===== config.mk =====
export PLATFORM = sky130hd
export DESIGN_NAME = double_ended_queue
export DESIGN_NICKNAME = d
export VERILOG_FILES = /design/src/design/dq_pkg.sv /design/src/design/dq_cell.sv /design/src/design/double_ended_queue.sv
export SDC_FILE = /design/constraint.sdc
export NUM_CORES = 1
export LEC_CHECK = 0
export BUFFER_PORTS_ARGS = -buffer_cell sky130_fd_sc_hd__buf_4
export CAP_MARGIN = 20
export CORE_MARGIN = 3
export CORE_UTILIZATION = 55
export CTS_CLUSTER_DIAMETER = 60
export DETAILED_ROUTE_END_ITERATION = 7
export MAX_ROUTING_LAYER = met4
export PLACE_DENSITY = 0.74
export SLEW_MARGIN = 15
export SYNTH_ARGS = -nofsm -noshare
export SYNTH_HDL_FRONTEND = slang
export SYNTH_SLANG_ARGS = --single-unit

===== constraint.sdc =====
create_clock -name clk -period 8.6 [get_ports clk]
set_input_delay 0.43 -clock clk [delete_from_list [all_inputs] [get_ports clk]]
set_output_delay 0.43 -clock clk [all_outputs]
set_load 0.05 [all_outputs]

===== src/design/dq_pkg.sv =====
`timescale 1ns / 1ps
// ----------------------------------------------------------------------------
// Deque package
// Shared widths, operation and status codes, and the cell control word.
// ----------------------------------------------------------------------------
package dq_pkg;

	localparam int DQ_DEPTH  = 16;
	localparam int DQ_DATA_W = 32;

	typedef logic signed [DQ_DATA_W-1:0] dq_data_t;

	typedef enum logic [1:0] {
		DQ_PUT_BACK   = 2'd0,
		DQ_TAKE_BACK  = 2'd1,
		DQ_PUT_FRONT  = 2'd2,
		DQ_TAKE_FRONT = 2'd3
	} dq_func_t;

	typedef enum logic [1:0] {
		DQ_ST_DONE  = 2'd0,
		DQ_ST_EMPTY = 2'd1,
		DQ_ST_FULL  = 2'd2
	} dq_status_t;

	// per-cycle command broadcast to every cell of the row
	typedef struct packed {
		logic shift_in;   // push front: take left neighbor
		logic shift_out;  // pop front: take right neighbor
		logic load;       // push back: the selected tail cell takes the word
	} dq_ctrl_t;

endpackage


===== src/design/dq_cell.sv =====
`timescale 1ns / 1ps
// ----------------------------------------------------------------------------
// Deque cell
// One storage slot of the row; shifts toward either neighbor or loads a word.
// ----------------------------------------------------------------------------
module dq_cell import dq_pkg::*; (
	input  logic     clk,
	input  dq_ctrl_t ctrl,
	input  logic     tail_sel,
	input  dq_data_t left_data,
	input  dq_data_t right_data,
	input  dq_data_t wr_data,
	output dq_data_t data
);

	dq_data_t data_q;

	always_ff @(posedge clk) begin
		if (ctrl.shift_in) begin
			data_q <= left_data;
		end else if (ctrl.shift_out) begin
			data_q <= right_data;
		end else if (ctrl.load && tail_sel) begin
			data_q <= wr_data;
		end
	end

	assign data = data_q;

endmodule


===== src/design/double_ended_queue.sv =====
`timescale 1ns / 1ps
// ----------------------------------------------------------------------------
// Double-ended queue
// Bounded deque of signed 32-bit words held in a row of shifting cells.
// ----------------------------------------------------------------------------
// The queue keeps up to DEPTH words packed from cell 0 (the front) toward
// higher cells; the back word sits in cell count-1. A push at the front
// shifts the whole row one cell up and drops the word into cell 0, a pop at
// the front shifts the row one cell down, a push at the back writes the cell
// just past the last word, and a pop at the back only lowers the count.
// Every input word gives exactly one result word: status, count after the
// operation, and the front and back words (0 when the queue is empty).
// A pop on an empty queue reports empty and a push on a full queue is
// dropped and reports full; neither changes the contents. For each input
// word the cell row first shifts or loads, and then the front and back
// words are read from the updated row into the output register. The input
// side stalls while a result is waiting to enter the output register, so
// a result held by a stalled output costs the input nothing until the
// next one is ready.
// ----------------------------------------------------------------------------
module double_ended_queue import dq_pkg::*; #(
	parameter int DEPTH = DQ_DEPTH,
	localparam int CNT_W = $clog2(DEPTH + 1),
	localparam int IDX_W = $clog2(DEPTH)
) (
	input  logic                 clk,
	input  logic                 arst_n,
	input  logic                 in_valid,
	output logic                 in_stall,
	input  logic [1:0]           func,
	input  logic signed [31:0]   value,
	output logic                 out_valid,
	input  logic                 out_stall,
	output logic [1:0]           status,
	output logic [CNT_W-1:0]     count,
	output logic signed [31:0]   front_value,
	output logic signed [31:0]   back_value
);

	// ---- control state ----
	logic             pend_q;       // operation done, result not yet registered
	logic [CNT_W-1:0] entry_cnt_q;
	dq_status_t       op_status_q;

	// ---- result register ----
	logic             out_valid_q;
	dq_status_t       res_status_q;
	logic [CNT_W-1:0] res_count_q;
	dq_data_t         res_front_q;
	dq_data_t         res_back_q;

	logic             in_acc;
	logic             rpt;
	logic             full;
	logic             empty;
	dq_ctrl_t         ctrl;
	dq_status_t       op_status;
	logic [CNT_W-1:0] cnt_nxt;
	logic [CNT_W-1:0] back_pos;
	logic [IDX_W-1:0] back_idx;
	dq_data_t         cell_data [DEPTH];

	assign in_stall = pend_q;
	assign in_acc   = in_valid && !in_stall;
	// result moves into the output register once that register is free
	assign rpt      = pend_q && (!out_valid_q || !out_stall);

	assign full  = (entry_cnt_q == CNT_W'(DEPTH));
	assign empty = (entry_cnt_q == '0);

	// decode the operation into a row command and the new count
	always_comb begin
		ctrl      = '0;
		op_status = DQ_ST_DONE;
		cnt_nxt   = entry_cnt_q;
		case (dq_func_t'(func))
			DQ_PUT_BACK, DQ_PUT_FRONT: begin
				if (full) begin
					op_status = DQ_ST_FULL;
				end else begin
					ctrl.load     = (dq_func_t'(func) == DQ_PUT_BACK);
					ctrl.shift_in = (dq_func_t'(func) == DQ_PUT_FRONT);
					cnt_nxt       = entry_cnt_q + CNT_W'(1);
				end
			end
			DQ_TAKE_BACK, DQ_TAKE_FRONT: begin
				if (empty) begin
					op_status = DQ_ST_EMPTY;
				end else begin
					ctrl.shift_out = (dq_func_t'(func) == DQ_TAKE_FRONT);
					cnt_nxt        = entry_cnt_q - CNT_W'(1);
				end
			end
			default: begin
				op_status = DQ_ST_DONE;
			end
		endcase
		if (!in_acc) begin
			ctrl = '0;
		end
	end

	// ---- row of cells: cell 0 is the front ----
	for (genvar i = 0; i < DEPTH; i++) begin : g_cell
		dq_data_t left_d;
		dq_data_t right_d;
		if (i == 0) begin : g_first
			assign left_d = value;
		end else begin : g_mid_l
			assign left_d = cell_data[i-1];
		end
		if (i == DEPTH - 1) begin : g_last
			assign right_d = cell_data[i];
		end else begin : g_mid_r
			assign right_d = cell_data[i+1];
		end
		dq_cell u_cell (
			.clk        (clk),
			.ctrl       (ctrl),
			.tail_sel   (entry_cnt_q == CNT_W'(i)),
			.left_data  (left_d),
			.right_data (right_d),
			.wr_data    (value),
			.data       (cell_data[i])
		);
	end

	// back word lives at cell count-1 (only read when the queue is non-empty)
	assign back_pos = entry_cnt_q - CNT_W'(1);
	assign back_idx = back_pos[IDX_W-1:0];

	always_ff @(posedge clk or negedge arst_n) begin
		if (!arst_n) begin
			pend_q      <= 1'b0;
			entry_cnt_q <= '0;
			out_valid_q <= 1'b0;
		end else begin
			if (in_acc) begin
				pend_q      <= 1'b1;
				entry_cnt_q <= cnt_nxt;
			end else if (rpt) begin
				pend_q <= 1'b0;
			end
			if (rpt) begin
				out_valid_q <= 1'b1;
			end else if (!out_stall) begin
				out_valid_q <= 1'b0;
			end
		end
	end

	always_ff @(posedge clk) begin
		if (in_acc) begin
			op_status_q <= op_status;
		end
		if (rpt) begin
			res_status_q <= op_status_q;
			res_count_q  <= entry_cnt_q;
			res_front_q  <= empty ? '0 : cell_data[0];
			res_back_q   <= empty ? '0 : cell_data[back_idx];
		end
	end

	assign out_valid   = out_valid_q;
	assign status      = res_status_q;
	assign count       = res_count_q;
	assign front_value = res_front_q;
	assign back_value  = res_back_q;

	// ---- checks ----
	a_cnt_bound: assert property (@(posedge clk) disable iff (!arst_n)
		entry_cnt_q <= CNT_W'(DEPTH))
		else $error("entry count above depth");

	a_one_at_a_time: assert property (@(posedge clk) disable iff (!arst_n)
		in_acc |=> pend_q && $stable(entry_cnt_q) == 1'b0 || pend_q)
		else $error("accepted word left no pending result");

	a_res_count: assert property (@(posedge clk) disable iff (!arst_n)
		rpt |=> out_valid_q && res_count_q == entry_cnt_q)
		else $error("registered count differs from queue state");

	a_empty_zero: assert property (@(posedge clk) disable iff (!arst_n)
		rpt && empty |=> res_front_q == '0 && res_back_q == '0)
		else $error("empty queue reported nonzero end words");

endmodule

# Yosys cells after proc, flatten, opt, wreduce, memory -nomap -nowiden
# Cells that the tools add are included.
# Widths: inputs -> output; s select.
classes:
  add_sub_neg: 2
  order_cmp: 1
  n_eq_ne: 23
  n_mux: 68
  n_bitwise: 1
  reduce_logical: 45
ops:
  columns: ["operator", "n"]
  rows:
  - ["$mux 32", 50]
  - ["$bmux 32 s4", 1]
  - ["$reduce_bool 3->1", 15]
  - ["$eq 5x4->1 const B", 8]
  - ["$eq 5x3->1 const B", 4]
  - ["$logic_and 1x1->1", 18]
  - ["$mux 1", 11]
  - ["$eq 5x2->1 const B", 2]
  - ["$mux 5", 2]
  - ["$pmux 5 s2", 1]
  - ["$add 5x1->5 const B", 1]
  - ["$eq 5x1->1 const B", 1]
  - ["$eq 5x5->1 const B", 1]
  - ["$ge 5x5->1 const B", 1]
  - ["$logic_not 5->1", 1]
  - ["$not 4->5", 1]
  - ["$sub 5x1->5 const B", 1]
  - ["$eq 2x2->1 const B", 2]
  - ["$ne 2x1->1 const B", 2]
  - ["$ne 2x2->1 const B", 2]
  - ["$pmux 2 s2", 1]
  - ["$reduce_bool 2->1", 2]
  - ["$reduce_or 2->1", 2]
  - ["$logic_not 1->1", 3]
  - ["other kinds (7)", 7]
totals:
  ff_bits: 592
  in_bits: 38
  output_inout_bits: 73
  elab_cells: 164

# Logic depth before layout (Yosys ltp)
# Gate-level depths: netlist of the first run.
logic_depth:
  ltp_word: 8
  depth_mapped: 12
  mapped_depth_nobuf: 6

# Hierarchy
# Synthesis of the first run repeated with hierarchy kept, for this count alone.
unflattened:
  cells_unflattened: 3084
  area_unflattened_um2: 34264.1
by_module_without_submodules:
  columns: ["module", "instances", "cells_each", "area_each_um2", "seq_area_each_um2"]
  rows:
  - ["dq_cell", 16, 140, 1675.4, 960.9]
  - ["double_ended_queue", 1, 844, 7458.4, 2367.3]

# Least setup slack after synthesis of the first run
# Ideal clock, no wire load.
synth_path:
  path_type: "register to register"
  start: "reg pend_q (netlist: in_stall)"
  end: "reg res_back_q[0] (netlist: back_value[0]), enable pin"
  setup_ns: 0.608
  arrival_time_ns: 5.899
  required_time_ns: 7.992
  path_slack_ns: 2.093
  stages_incl_launch_ff: 2
  n_path_buf: 0
  period_less_slack_ns: 6.507
  cell_sequence: "dfrtp_1 -> a21boi_0"
synth_via:
  elab_chain_cells: 1
synth_lines:
  columns: ["element", "line", "rtl"]
  rows:
  - ["start, declared", "double_ended_queue.sv:41", "logic pend_q;"]
  - ["start signal, assigned", "double_ended_queue.sv:134", "pend_q <= 1'b0;"]
  - ["start signal, assigned", "double_ended_queue.sv:139", "pend_q <= 1'b1;"]
  - ["start signal, assigned", "double_ended_queue.sv:142", "pend_q <= 1'b0;"]
  - ["$logic_and 1x1->1", "double_ended_queue.sv:66", "assign rpt = pend_q && (!out_valid_q || !out_stall);"]
  - ["net rpt", "double_ended_queue.sv:53", "logic rpt;"]
  - ["end signal, assigned", "double_ended_queue.sv:160", "res_back_q <= empty ? '0 : cell_data[back_idx];"]
  - ["end, declared", "double_ended_queue.sv:50", "dq_data_t res_back_q;"]
# The timed path passes the listed nets, and every way through them passes these cells.
# A chain may end at the register's enable or synchronous reset.

# Worst setup path after layout of the first run
layout_path:
  start: "reg entry_cnt_q[0]"
  end: "reg g_cell[11].u_cell.data_q[18] (data pin)"
layout_via:
  elab_chain_cells: 6
  word_cells_on_any_way: 9
  cone_classes: "eq/ne: 1; mux: 7; reduce/logical: 1"
layout_lines:
  columns: ["element", "line", "rtl"]
  rows:
  - ["start, declared", "double_ended_queue.sv:42", "logic [CNT_W-1:0] entry_cnt_q;"]
  - ["start signal, assigned", "double_ended_queue.sv:140", "entry_cnt_q <= cnt_nxt;"]
  - ["$logic_not 5->1", "double_ended_queue.sv:69", "assign empty = (entry_cnt_q == '0);"]
  - ["$mux 1", "double_ended_queue.sv:87", "if (empty) begin"]
  - ["$mux 1", "double_ended_queue.sv:76", "case (dq_func_t'(func))"]
  - ["$mux 3 *", "double_ended_queue.sv:98", "if (!in_acc) begin"]
  - ["$mux 32", "dq_cell.sv:21", "end else if (ctrl.shift_out) begin"]
  - ["$mux 32 *", "dq_cell.sv:19", "if (ctrl.shift_in) begin"]
  - ["end signal, assigned", "dq_cell.sv:20", "data_q <= left_data;"]
  - ["end signal, assigned", "dq_cell.sv:22", "data_q <= right_data;"]
  - ["end signal, assigned", "dq_cell.sv:24", "data_q <= wr_data;"]
  - ["end, declared", "dq_cell.sv:16", "dq_data_t data_q;"]
# Every way passes the cells marked *; elsewhere a longest branch is shown, timed or not.

==> load_flow_metrics.sql, run 1 <==
INSERT INTO impl_metrics (metric_group, metric, value, unit) VALUES
('cts', 'ctsLongestPathBuffers', '3', ''),
('die', 'floorplan.core_area', '52760', 'sq um'),
('die', 'boundaryPins', '111', ''),
('detailed_routing', 'via_per_inst', '7.369', ''),
('run_status', 'outcome', 'finished, final reports clean', ''),
('die', 'design.die.area', '56360', 'sq um'),
('sta', 'worst_slew_pin_slew', '1.119', 'ns'),
('synth', 'synth_edf_count', '585', ''),
('grt', 'first_global_vias', '20110', ''),
('pwr', 'power.density', '349.2', 'nW/um^2'),
('die', 'std_cell_rows', '84', ''),
('synth', 'share_of_the_synthesized_area_in_the_top_cell_type', '59.65', '%'),
('sta', 'timing.final.crit_share', '64.39', '%'),
('final_layout', 'area_growth_synth_to_finish', '10.79', '%'),
('sta', 'setup_skew_after_layout', '0.02414', 'ns'),
('synth', 'synth-main-ff-cell', 'sky130_fd_sc_hd__edfxtp_1', ''),
('worst_setup_path', 'endpoint_kind', 'register', ''),
('detailed_routing', 'detail_route.iter0.violations', '3195', ''),
('cts', 'ctsHtreeMaxLevel', '3', ''),
('sta', 'max_slew_margin', '25.42', '%'),
('placement', 'post-dp-hpwl', '43.05', 'mm'),
('hold_path', 'worst_hold_path_type', 'in2reg', ''),
('detailed_routing', 'route.detailed.wl_per_inst', '28.36', 'um'),
('worst_setup_path', 'critical_path.startpoint_type', 'register', ''),
('placement', 'gpl.final_weighted_congestion', '0.8130', ''),
('sta', 'timing.fmax', '0.1806', 'GHz'),
('sta', 'timing.final.crit_period', '5.538', 'ns'),
('cts', 'tritoncts', 'done', ''),
('synth', 'mappedNetlistArea', '29450', 'sq um'),
('die', 'die-height', '237.4', 'um'),
('pwr', 'post-layout-total-power', '11.39', 'mW'),
('grt', 'grt_antenna_before_repair', '0', ''),
('sta', 'final_hold_viol_count', '0', ''),
('synth', 'synth_sequential_area_ratio', '60.25', '%'),
('hold_path', 'hold_depth', '2', ''),
('worst_setup_path', 'critical_path.max_fanout', '96', ''),
('cts', 'cts_root_buffer_type', 'sky130_fd_sc_hd__clkbuf_16', ''),
('detailed_routing', 'drt_pass1_iterations', '8', ''),
('grt', 'all_layer_gr_usage', '28.96', '%'),
('synth', 'synthArstFlopShare', '1.182', '%'),
('synth', 'postSynthAreaPerCell', '13.62', 'sq um'),
('final_layout', 'diodes', '0', ''),
('cts', 'cts.sinks', '592', ''),
('worst_setup_path', 'worst-endpoint-required', '9.05', 'ns'),
('cts', 'latest_clock_arrival_within_the_worst_skew_pair', '0.60', 'ns'),
('sta', 'timing.setup.tns', '0', 'ns'),
('synth', 'yosysTopAreaCell', 'sky130_fd_sc_hd__edfxtp_1', ''),
('sta', 'finalMaxSlewViolations', '0', ''),
('hold_path', 'hold_path_end', 'out_valid', ''),
('worst_setup_path', 'timing.reg2reg.setup_slack', '3.06', 'ns'),
('sta', 'timing.final.setup_violations', '0', ''),
('detailed_routing', 'wl', '81.07', 'mm'),
('worst_setup_path', 'crit_arrival', '5.99', 'ns'),
('detailed_routing', 'via_count', '21060', ''),
('worst_setup_path', 'critical_path.reg2reg.endpoint', 'g_cell[11].u_cell.data[18]', ''),
('synth', 'synth.ff_latch_count', '592', ''),
('cts', 'cts-buffers-inserted', '67', ''),
('hold_path', 'hold_path.startpoint', 'out_stall', ''),
('die', 'effective_utilization_at_floorplan', '55.82', '%'),
('placement', 'placement.io_buffers', '110', ''),
('final_layout', 'num-nets-final', '2162', ''),
('die', 'die_w', '237.4', 'um'),
('grt', 'grt_max_degree', '135', ''),
('sta', 'rsz0062_at_grt', 'false', ''),
('synth', 'synthTopCellsByCount', 'sky130_fd_sc_hd__edfxtp_1 (585), sky130_fd_sc_hd__a221o_1 (448), sky130_fd_sc_hd__nand2_1 (207)', ''),
('synth', 'yosysWarnings', '0', ''),
('run', 'max-cap-violations', '0', ''),
('worst_setup_path', 'rr_worst_depth', '9', ''),
('synth', 'synth.net_count', '2206', ''),
('grt', 'grt_pass1_wl', '122.5', 'mm'),
('synth', 'most_frequent_cell_after_synthesis', 'sky130_fd_sc_hd__edfxtp_1', '');
==> metal layers <==
layer | global-route usage (%) | share of wire [%] | up-vias
li1 | - | - | 8915
met1 | 38.27 | 39 | 10530
met2 | 45.08 | 48 | 1391
met3 | 4.989 | 10 | 225
met4 | 11.54 | 3.8 | 0
met5 | - | 0 | -
==> cell families (layout without fill, tap and decap cells) <==
family	Yosys count	in the layout	synth area share, %
AND/OR/NAND/NOR	457	457	7.418
flip-flops	592	592	60.25
buffers and inverters	273	281	4.508
AO/OA/AOI/OAI	568	568	18.02
adder cells (fa/ha/maj)	6	6	0.2549
multiplexers	258	258	9.313
XOR/XNOR	8	8	0.2379
==> layout make-up <==
type                            instances  area (sq um)
Clock inverter                         38         367.9
Clock buffer                           83          1779
Tap cell                              688         860.8
Sequential cell                       592         17740
Fill cell                            3947         20130
Multi-Input combinational cell       1297         10630
Timing Repair Buffer                  156          1226
Inverter                                4         15.01
==> where the power goes <==
| group | leakage (nW) | total [mW] | switching (mW) | internal (mW) |
|---|---|---|---|---|
| clock network | 1.05 | 2.83 | 1.17 | 1.66 |
| registers | 5.51 | 3.97 | 0.254 | 3.71 |
| logic | 4.96 | 4.60 | 2.88 | 1.72 |
| total | 11.5 | 11.4 | 4.31 | 7.09 |
==> what timing repair did <==
action	4_1_cts	5_1_grt
hold buffers	1	0
gates resized for setup	0	0
buffers inserted	0	0
hold endpoints to repair	7	0
==> worst max-delay path by stage <==
stage                               from  slack, ns                    endpoint
after global placement    entry_cnt_q[0]       3.36   g_cell[12].u_cell.data[3]
final                     entry_cnt_q[0]       3.06  g_cell[11].u_cell.data[18]
after CTS                 entry_cnt_q[0]       3.25   g_cell[13].u_cell.data[3]
after detailed placement  entry_cnt_q[0]       3.28   g_cell[13].u_cell.data[3]
after global routing      entry_cnt_q[0]       2.95  g_cell[11].u_cell.data[18]
after floorplan                 in_stall       2.09               back_value[0]
==> worst max-delay path, stage by stage (launching register included) <==
cell and delay [ns]:
sky130_fd_sc_hd__dfrtp_2 0.35, sky130_fd_sc_hd__buf_4 0.78, sky130_fd_sc_hd__inv_2 0.03, sky130_fd_sc_hd__buf_4 0.46, sky130_fd_sc_hd__ha_4 0.35, sky130_fd_sc_hd__a311oi_4 0.29, sky130_fd_sc_hd__buf_4 0.80, sky130_fd_sc_hd__buf_4 0.88
sky130_fd_sc_hd__buf_4 0.92, sky130_fd_sc_hd__a221o_1 0.30
==> cells in the final DEF (no fill, tap or decap), drive strengths merged, types with 2 or more instances in the layout <==
cell,synthesis,routed
nor2b,33,33
clkinv,0,27
bufinv,0,6
o32ai,32,32
nand4,32,32
nand2b,4,4
a221o,448,448
nand3,131,131
mux2,128,128
edfxtp,585,585
xor2,5,5
and3,33,33
o21ai,14,14
nor3,2,2
dfrtp,7,7
a21oi,3,3
ha,6,6
buf,115,155
inv,4,7
nand2,207,207
clkinvlp,0,2
o22ai,65,65
clkbuf,154,83
mux2i,130,130
xnor2,3,3
nor2,7,7
==> state kept, by name, summed over array words and instances, names as in the netlist <==
| name | cells |
|---|---|
| back_value | 32 |
| status | 2 |
| count | 5 |
| g_cell.u_cell.data | 512 |
| front_value | 32 |
| in_stall | 1 |
| op_status_q | 2 |
| out_valid | 1 |
| entry_cnt_q | 5 |
==> metrics by stage <==
step / cells / cell area, sq um / hold slack, ns / setup slack (ns) / utilization (%)
detailed placement: 2734 / 30410 / 0.2483 / 3.282 / 57.65
global placement: 2734 / 30410 / 0.2473 / 3.357 / 57.65
global route: 2858 / 32630 / 0.08924 / 2.945 / 61.84
CTS: 2856 / 32570 / 0.06785 / 3.252 / 61.73
finish: 2858 / 32630 / 0.09450 / 3.062 / 61.84
floorplan: 2162 / 29450 / 0.1344 / 2.093 / -
Power figures use the tool's default switching activity.
==> run 2, diff against run 1 <==
Settings changed: ABC_AREA set to 1, PLACE_DENSITY 0.74 to 0.77.
Clock period 8.6 ns to 4.6 ns, I/O delays scaled along.
==> run 2 against run 1 <==
Design area grew 11%. First-iteration DRC count rose by 40%. Combinational power is 120% higher. Via count increased by 38%.
==> load_flow_metrics.sql, run 2 <==
INSERT INTO impl_metrics (metric_group, metric, value, unit) VALUES
('synth', 'synth.net_count', '4008', ''),
('synth', 'synth_top_family_by_area', 'simple AND/OR/NAND/NOR gates', ''),
('final_layout', 'sequential_cell_area', '17750', 'sq um'),
('final_layout', 'largest_register_ff_count', '512', ''),
('worst_setup_path', 'worstPathCellList', 'inv_8 > ha_4 > inv_1 > nor2_1 > nand2_8 > nand2_4 > nand2_2 > inv_4 > o31ai_4 > buf_4', ''),
('placement', 'post-dp-hpwl', '52.47', 'mm'),
('synth', 'number_of_instances_in_the_synthesized_netlist', '3964', ''),
('sta', 'setup_skew_after_layout', '0.01748', 'ns'),
('detailed_routing', 'via_per_inst', '6.124', ''),
('grt', 'grt_pass1_wl', '152.6', 'mm'),
('sta', 'timing.fmax', '0.2533', 'GHz'),
('detailed_routing', 'ant_nets', '0', ''),
('worst_setup_path', 'critical_path.startpoint_type', 'register', ''),
('grt', 'grt_antenna_before_repair', '0', ''),
('final_layout', 'diodes', '0', ''),
('synth', 'netlist_top_cells_area', 'sky130_fd_sc_hd__edfxtp_1 (54%), sky130_fd_sc_hd__nand3_1 (19%), sky130_fd_sc_hd__nand2_1 (14%)', ''),
('cts', 'tritoncts', 'done', ''),
('run', 'max-cap-violations', '0', ''),
('cts', 'cts_root_buffer_type', 'sky130_fd_sc_hd__clkbuf_16', ''),
('die', 'effective_utilization_at_floorplan', '56.08', '%'),
('cts', 'latest_clock_arrival_within_the_worst_skew_pair', '0.64', 'ns'),
('die', 'std_cell_rows', '88', ''),
('placement', 'gpl.final_weighted_congestion', '0.8200', ''),
('die', 'die_w', '249.5', 'um'),
('pwr', 'power.density', '634.3', 'nW/um^2'),
('synth', 'mappedNetlistArea', '32600', 'sq um'),
('die', 'floorplan.core_area', '58140', 'sq um'),
('cts', 'post_cts_resized', '0', ''),
('cts', 'post_cts.repair.setup_buffers', '0', ''),
('detailed_routing', 'drc_errors', '0', ''),
('detailed_routing', 'drt_pass1_iterations', '6', ''),
('sta', 'finalMaxSlewViolations', '0', ''),
('cts', 'post_cts_hold_buffer_count', '36', ''),
('cts', 'clkTransAtPathRegs', '0.06', 'ns'),
('grt', 'first_global_vias', '26520', ''),
('sta', 'worst_slew_pin_slew', '1.176', 'ns'),
('pwr', 'worst_ir_drop_vdd', '0.8382', 'mV'),
('placement', 'placedCellCount', '4581', ''),
('synth', 'synth_sequential_area_ratio', '54.42', '%'),
('synth', 'synth_xor_xnor_area_share', '0.1842', '%'),
('synth', 'synth_compound_area_share', '2.280', '%'),
('cts', 'cts.sinks', '592', ''),
('worst_setup_path', 'worst-endpoint-required', '4.94', 'ns'),
('sta', 'timing.final.setup_violations', '0', ''),
('sta', 'rsz0062_at_grt', 'false', ''),
('die', 'die-height', '249.5', 'um'),
('synth', 'synthArstFlopShare', '1.182', '%'),
('synth', 'postSynthAreaPerCell', '8.224', 'sq um'),
('grt', 'all_layer_gr_usage', '31.79', '%'),
('final_layout', 'area_growth_synth_to_finish', '11.35', '%'),
('grt', 'grt_max_degree', '239', ''),
('detailed_routing', 'via_count', '28980', ''),
('synth', 'yosysTopAreaCell', 'sky130_fd_sc_hd__edfxtp_1', ''),
('die', 'design.die.area', '62230', 'sq um'),
('synth', 'synth.area.mux_share', '0', '%'),
('placement', 'placement.io_buffers', '110', ''),
('sta', 'max_slew_margin', '21.48', '%'),
('synth', 'synth.ff_latch_count', '592', ''),
('cts', 'ctsLongestPathBuffers', '3', ''),
('final_layout', 'post_route_cells_drive_above_1_share', '8.041', '%'),
('worst_setup_path', 'crit_path_top_delay_cell', 'sky130_fd_sc_hd__inv_4', ''),
('sta', 'final_hold_viol_count', '0', ''),
('final_layout', 'finish.cell_count_without_fillers', '4732', ''),
('synth', 'synthDistinctLibCells', '29', ''),
('final_layout', 'layout_fillers', '4867', ''),
('synth', 'synthTopCellsByCount', 'sky130_fd_sc_hd__nand3_1 (1227), sky130_fd_sc_hd__nand2_1 (1180), sky130_fd_sc_hd__edfxtp_1 (585)', ''),
('grt', 'grt_remaining_overflow', '0', ''),
('final_layout', 'final_cell_mix', 'sky130_fd_sc_hd__nand3_1 (1227), sky130_fd_sc_hd__nand2_1 (1179), sky130_fd_sc_hd__edfxtp_1 (585)', ''),
('worst_setup_path', 'crit_path_max_incr_delay', '0.71', 'ns'),
('worst_setup_path', 'crit_arrival', '4.29', 'ns'),
('synth', 'synth-main-ff-cell', 'sky130_fd_sc_hd__edfxtp_1', ''),
('die', 'boundaryPins', '111', ''),
('worst_setup_path', 'crit_type', 'reg2reg', ''),
('synth', 'share_of_the_synthesized_area_in_the_top_cell_type', '53.89', '%'),
('synth', 'most_frequent_cell_after_synthesis', 'sky130_fd_sc_hd__nand3_1', ''),
('synth', 'synth_edf_count', '585', ''),
('cts', 'ctsHtreeMaxLevel', '2', ''),
('sta', 'timing.final.crit_period', '3.948', 'ns'),
('synth', 'yosysWarnings', '0', ''),
('worst_setup_path', 'endpoint_kind', 'register', ''),
('synth', 'yosys.area_share.adder', '0.2303', '%'),
('detailed_routing', 'detail_route.iter0.violations', '4479', ''),
('pwr', 'power.static_leakage', '14.76', 'nW'),
('detailed_routing', 'route.detailed.wl_per_inst', '20.73', 'um'),
('run_status', 'outcome', 'finished, final reports clean', ''),
('sta', 'hold-worst-slack', '0.04530', 'ns'),
('final_layout', 'num-nets-final', '3961', ''),
('final_layout', 'multi_input_area', '12350', 'sq um'),
('worst_setup_path', 'critical_path.max_fanout', '64', ''),
('final_layout', 'layout.cells.most_common', 'sky130_fd_sc_hd__nand3_1', ''),
('hold_path', 'worst_hold_path_type', 'in2reg', ''),
('placement', 'placed_cell_area', '33850', 'sq um'),
('synth', 'synth_simple_gate_area_share', '34.29', '%'),
('detailed_routing', 'wl', '98.09', 'mm'),
('cts', 'cts-buffers-inserted', '61', ''),
('sta', 'timing.final.crit_share', '85.82', '%'),
('final_layout', 'final_design_area_excluding_fillers', '36300', 'sq um');
==> run 2: cell count changes after synthesis, sizes merged, moves of 92 or more <==
cell,before,now
nand3,131,1228
nand2,207,1208
a221o,448,0
inv,4,374
mux2i,130,0
mux2,128,0
nor2,7,99
==> run 2: power by group <==
group	total (mW)	switching, mW	internal (mW)
sequential	7.54	0.456	7.08
combinational	10.3	7.58	2.68
clock	5.23	2.19	3.05
total	23.0	10.2	12.8
==> run 2: kinds of logic (layout without fill, tap and decap cells) <==
kind of cell / count (synthesis) / count (layout)
flops: 592 / 592
fa+ha+maj: 6 / 6
compound gates: 134 / 134
simple gates: 2541 / 2541
xor+xnor: 6 / 6
buf+inv: 685 / 688
==> run 2: layout make-up <==
cell class | count | share of cell area, %
flip-flops and latches | 592 | 48.89
multi-input cells | 2687 | 34.01
repair buffers | 200 | 4.843
clock buffers | 72 | 4.436
inverters | 375 | 3.936
well taps | 765 | 2.637
clock inverters | 41 | 1.251
==> run 2: per-layer routing <==
layer / wire length (um) / GRT usage [%] / vias up
li1: - / - / 13200
met1: 37530 / 43.69 / 13500
met2: 42850 / 45.38 / 1958
met3: 13040 / 7.649 / 316
met4: 4670 / 13.28 / 0
met5: 0 / - / -
==> run 2: final timing paths <==
path / startpoint / to / slack [ns] / cells past startpoint
worst max-delay path: entry_cnt_q[0] / g_cell[14].u_cell.data[20] / 0.65 / 10
worst min-delay path: in_valid / in_stall / 0.05 / 3
worst max register to register: entry_cnt_q[0] / g_cell[14].u_cell.data[20] / 0.65 / 10
worst min register to register: op_status_q[1] / status[1] / 0.43 / 0
max in group asynchronous: arst_n / entry_cnt_q[0] / 3.70 / 3
min in group asynchronous: arst_n / entry_cnt_q[3] / 0.59 / 3
==> run 2: metrics by stage <==
step,setup WS (ns),util (%),TNS (ns),power (mW)
6_report,0.6522,62.44,0,23.02
3_3_place_gp,0.7541,58.22,0,17.46
2_1_floorplan,-0.1433,-,-36.85,14.28
4_1_cts,0.6846,62.39,0,22.78
5_1_grt,0.5218,62.44,0,24.09
3_5_place_dp,0.7010,58.22,0,17.54
==> run 2: critical path, delay by kind of cell (launching register included) <==
kind / cells / cell delay (ns)
adders and majority gates: 1 / 0.21
AOI/OAI and AO/OA: 1 / 0.49
DFF: 1 / 0.52
and+or+nand+nor: 4 / 0.88
buffers and inverters: 4 / 1.50
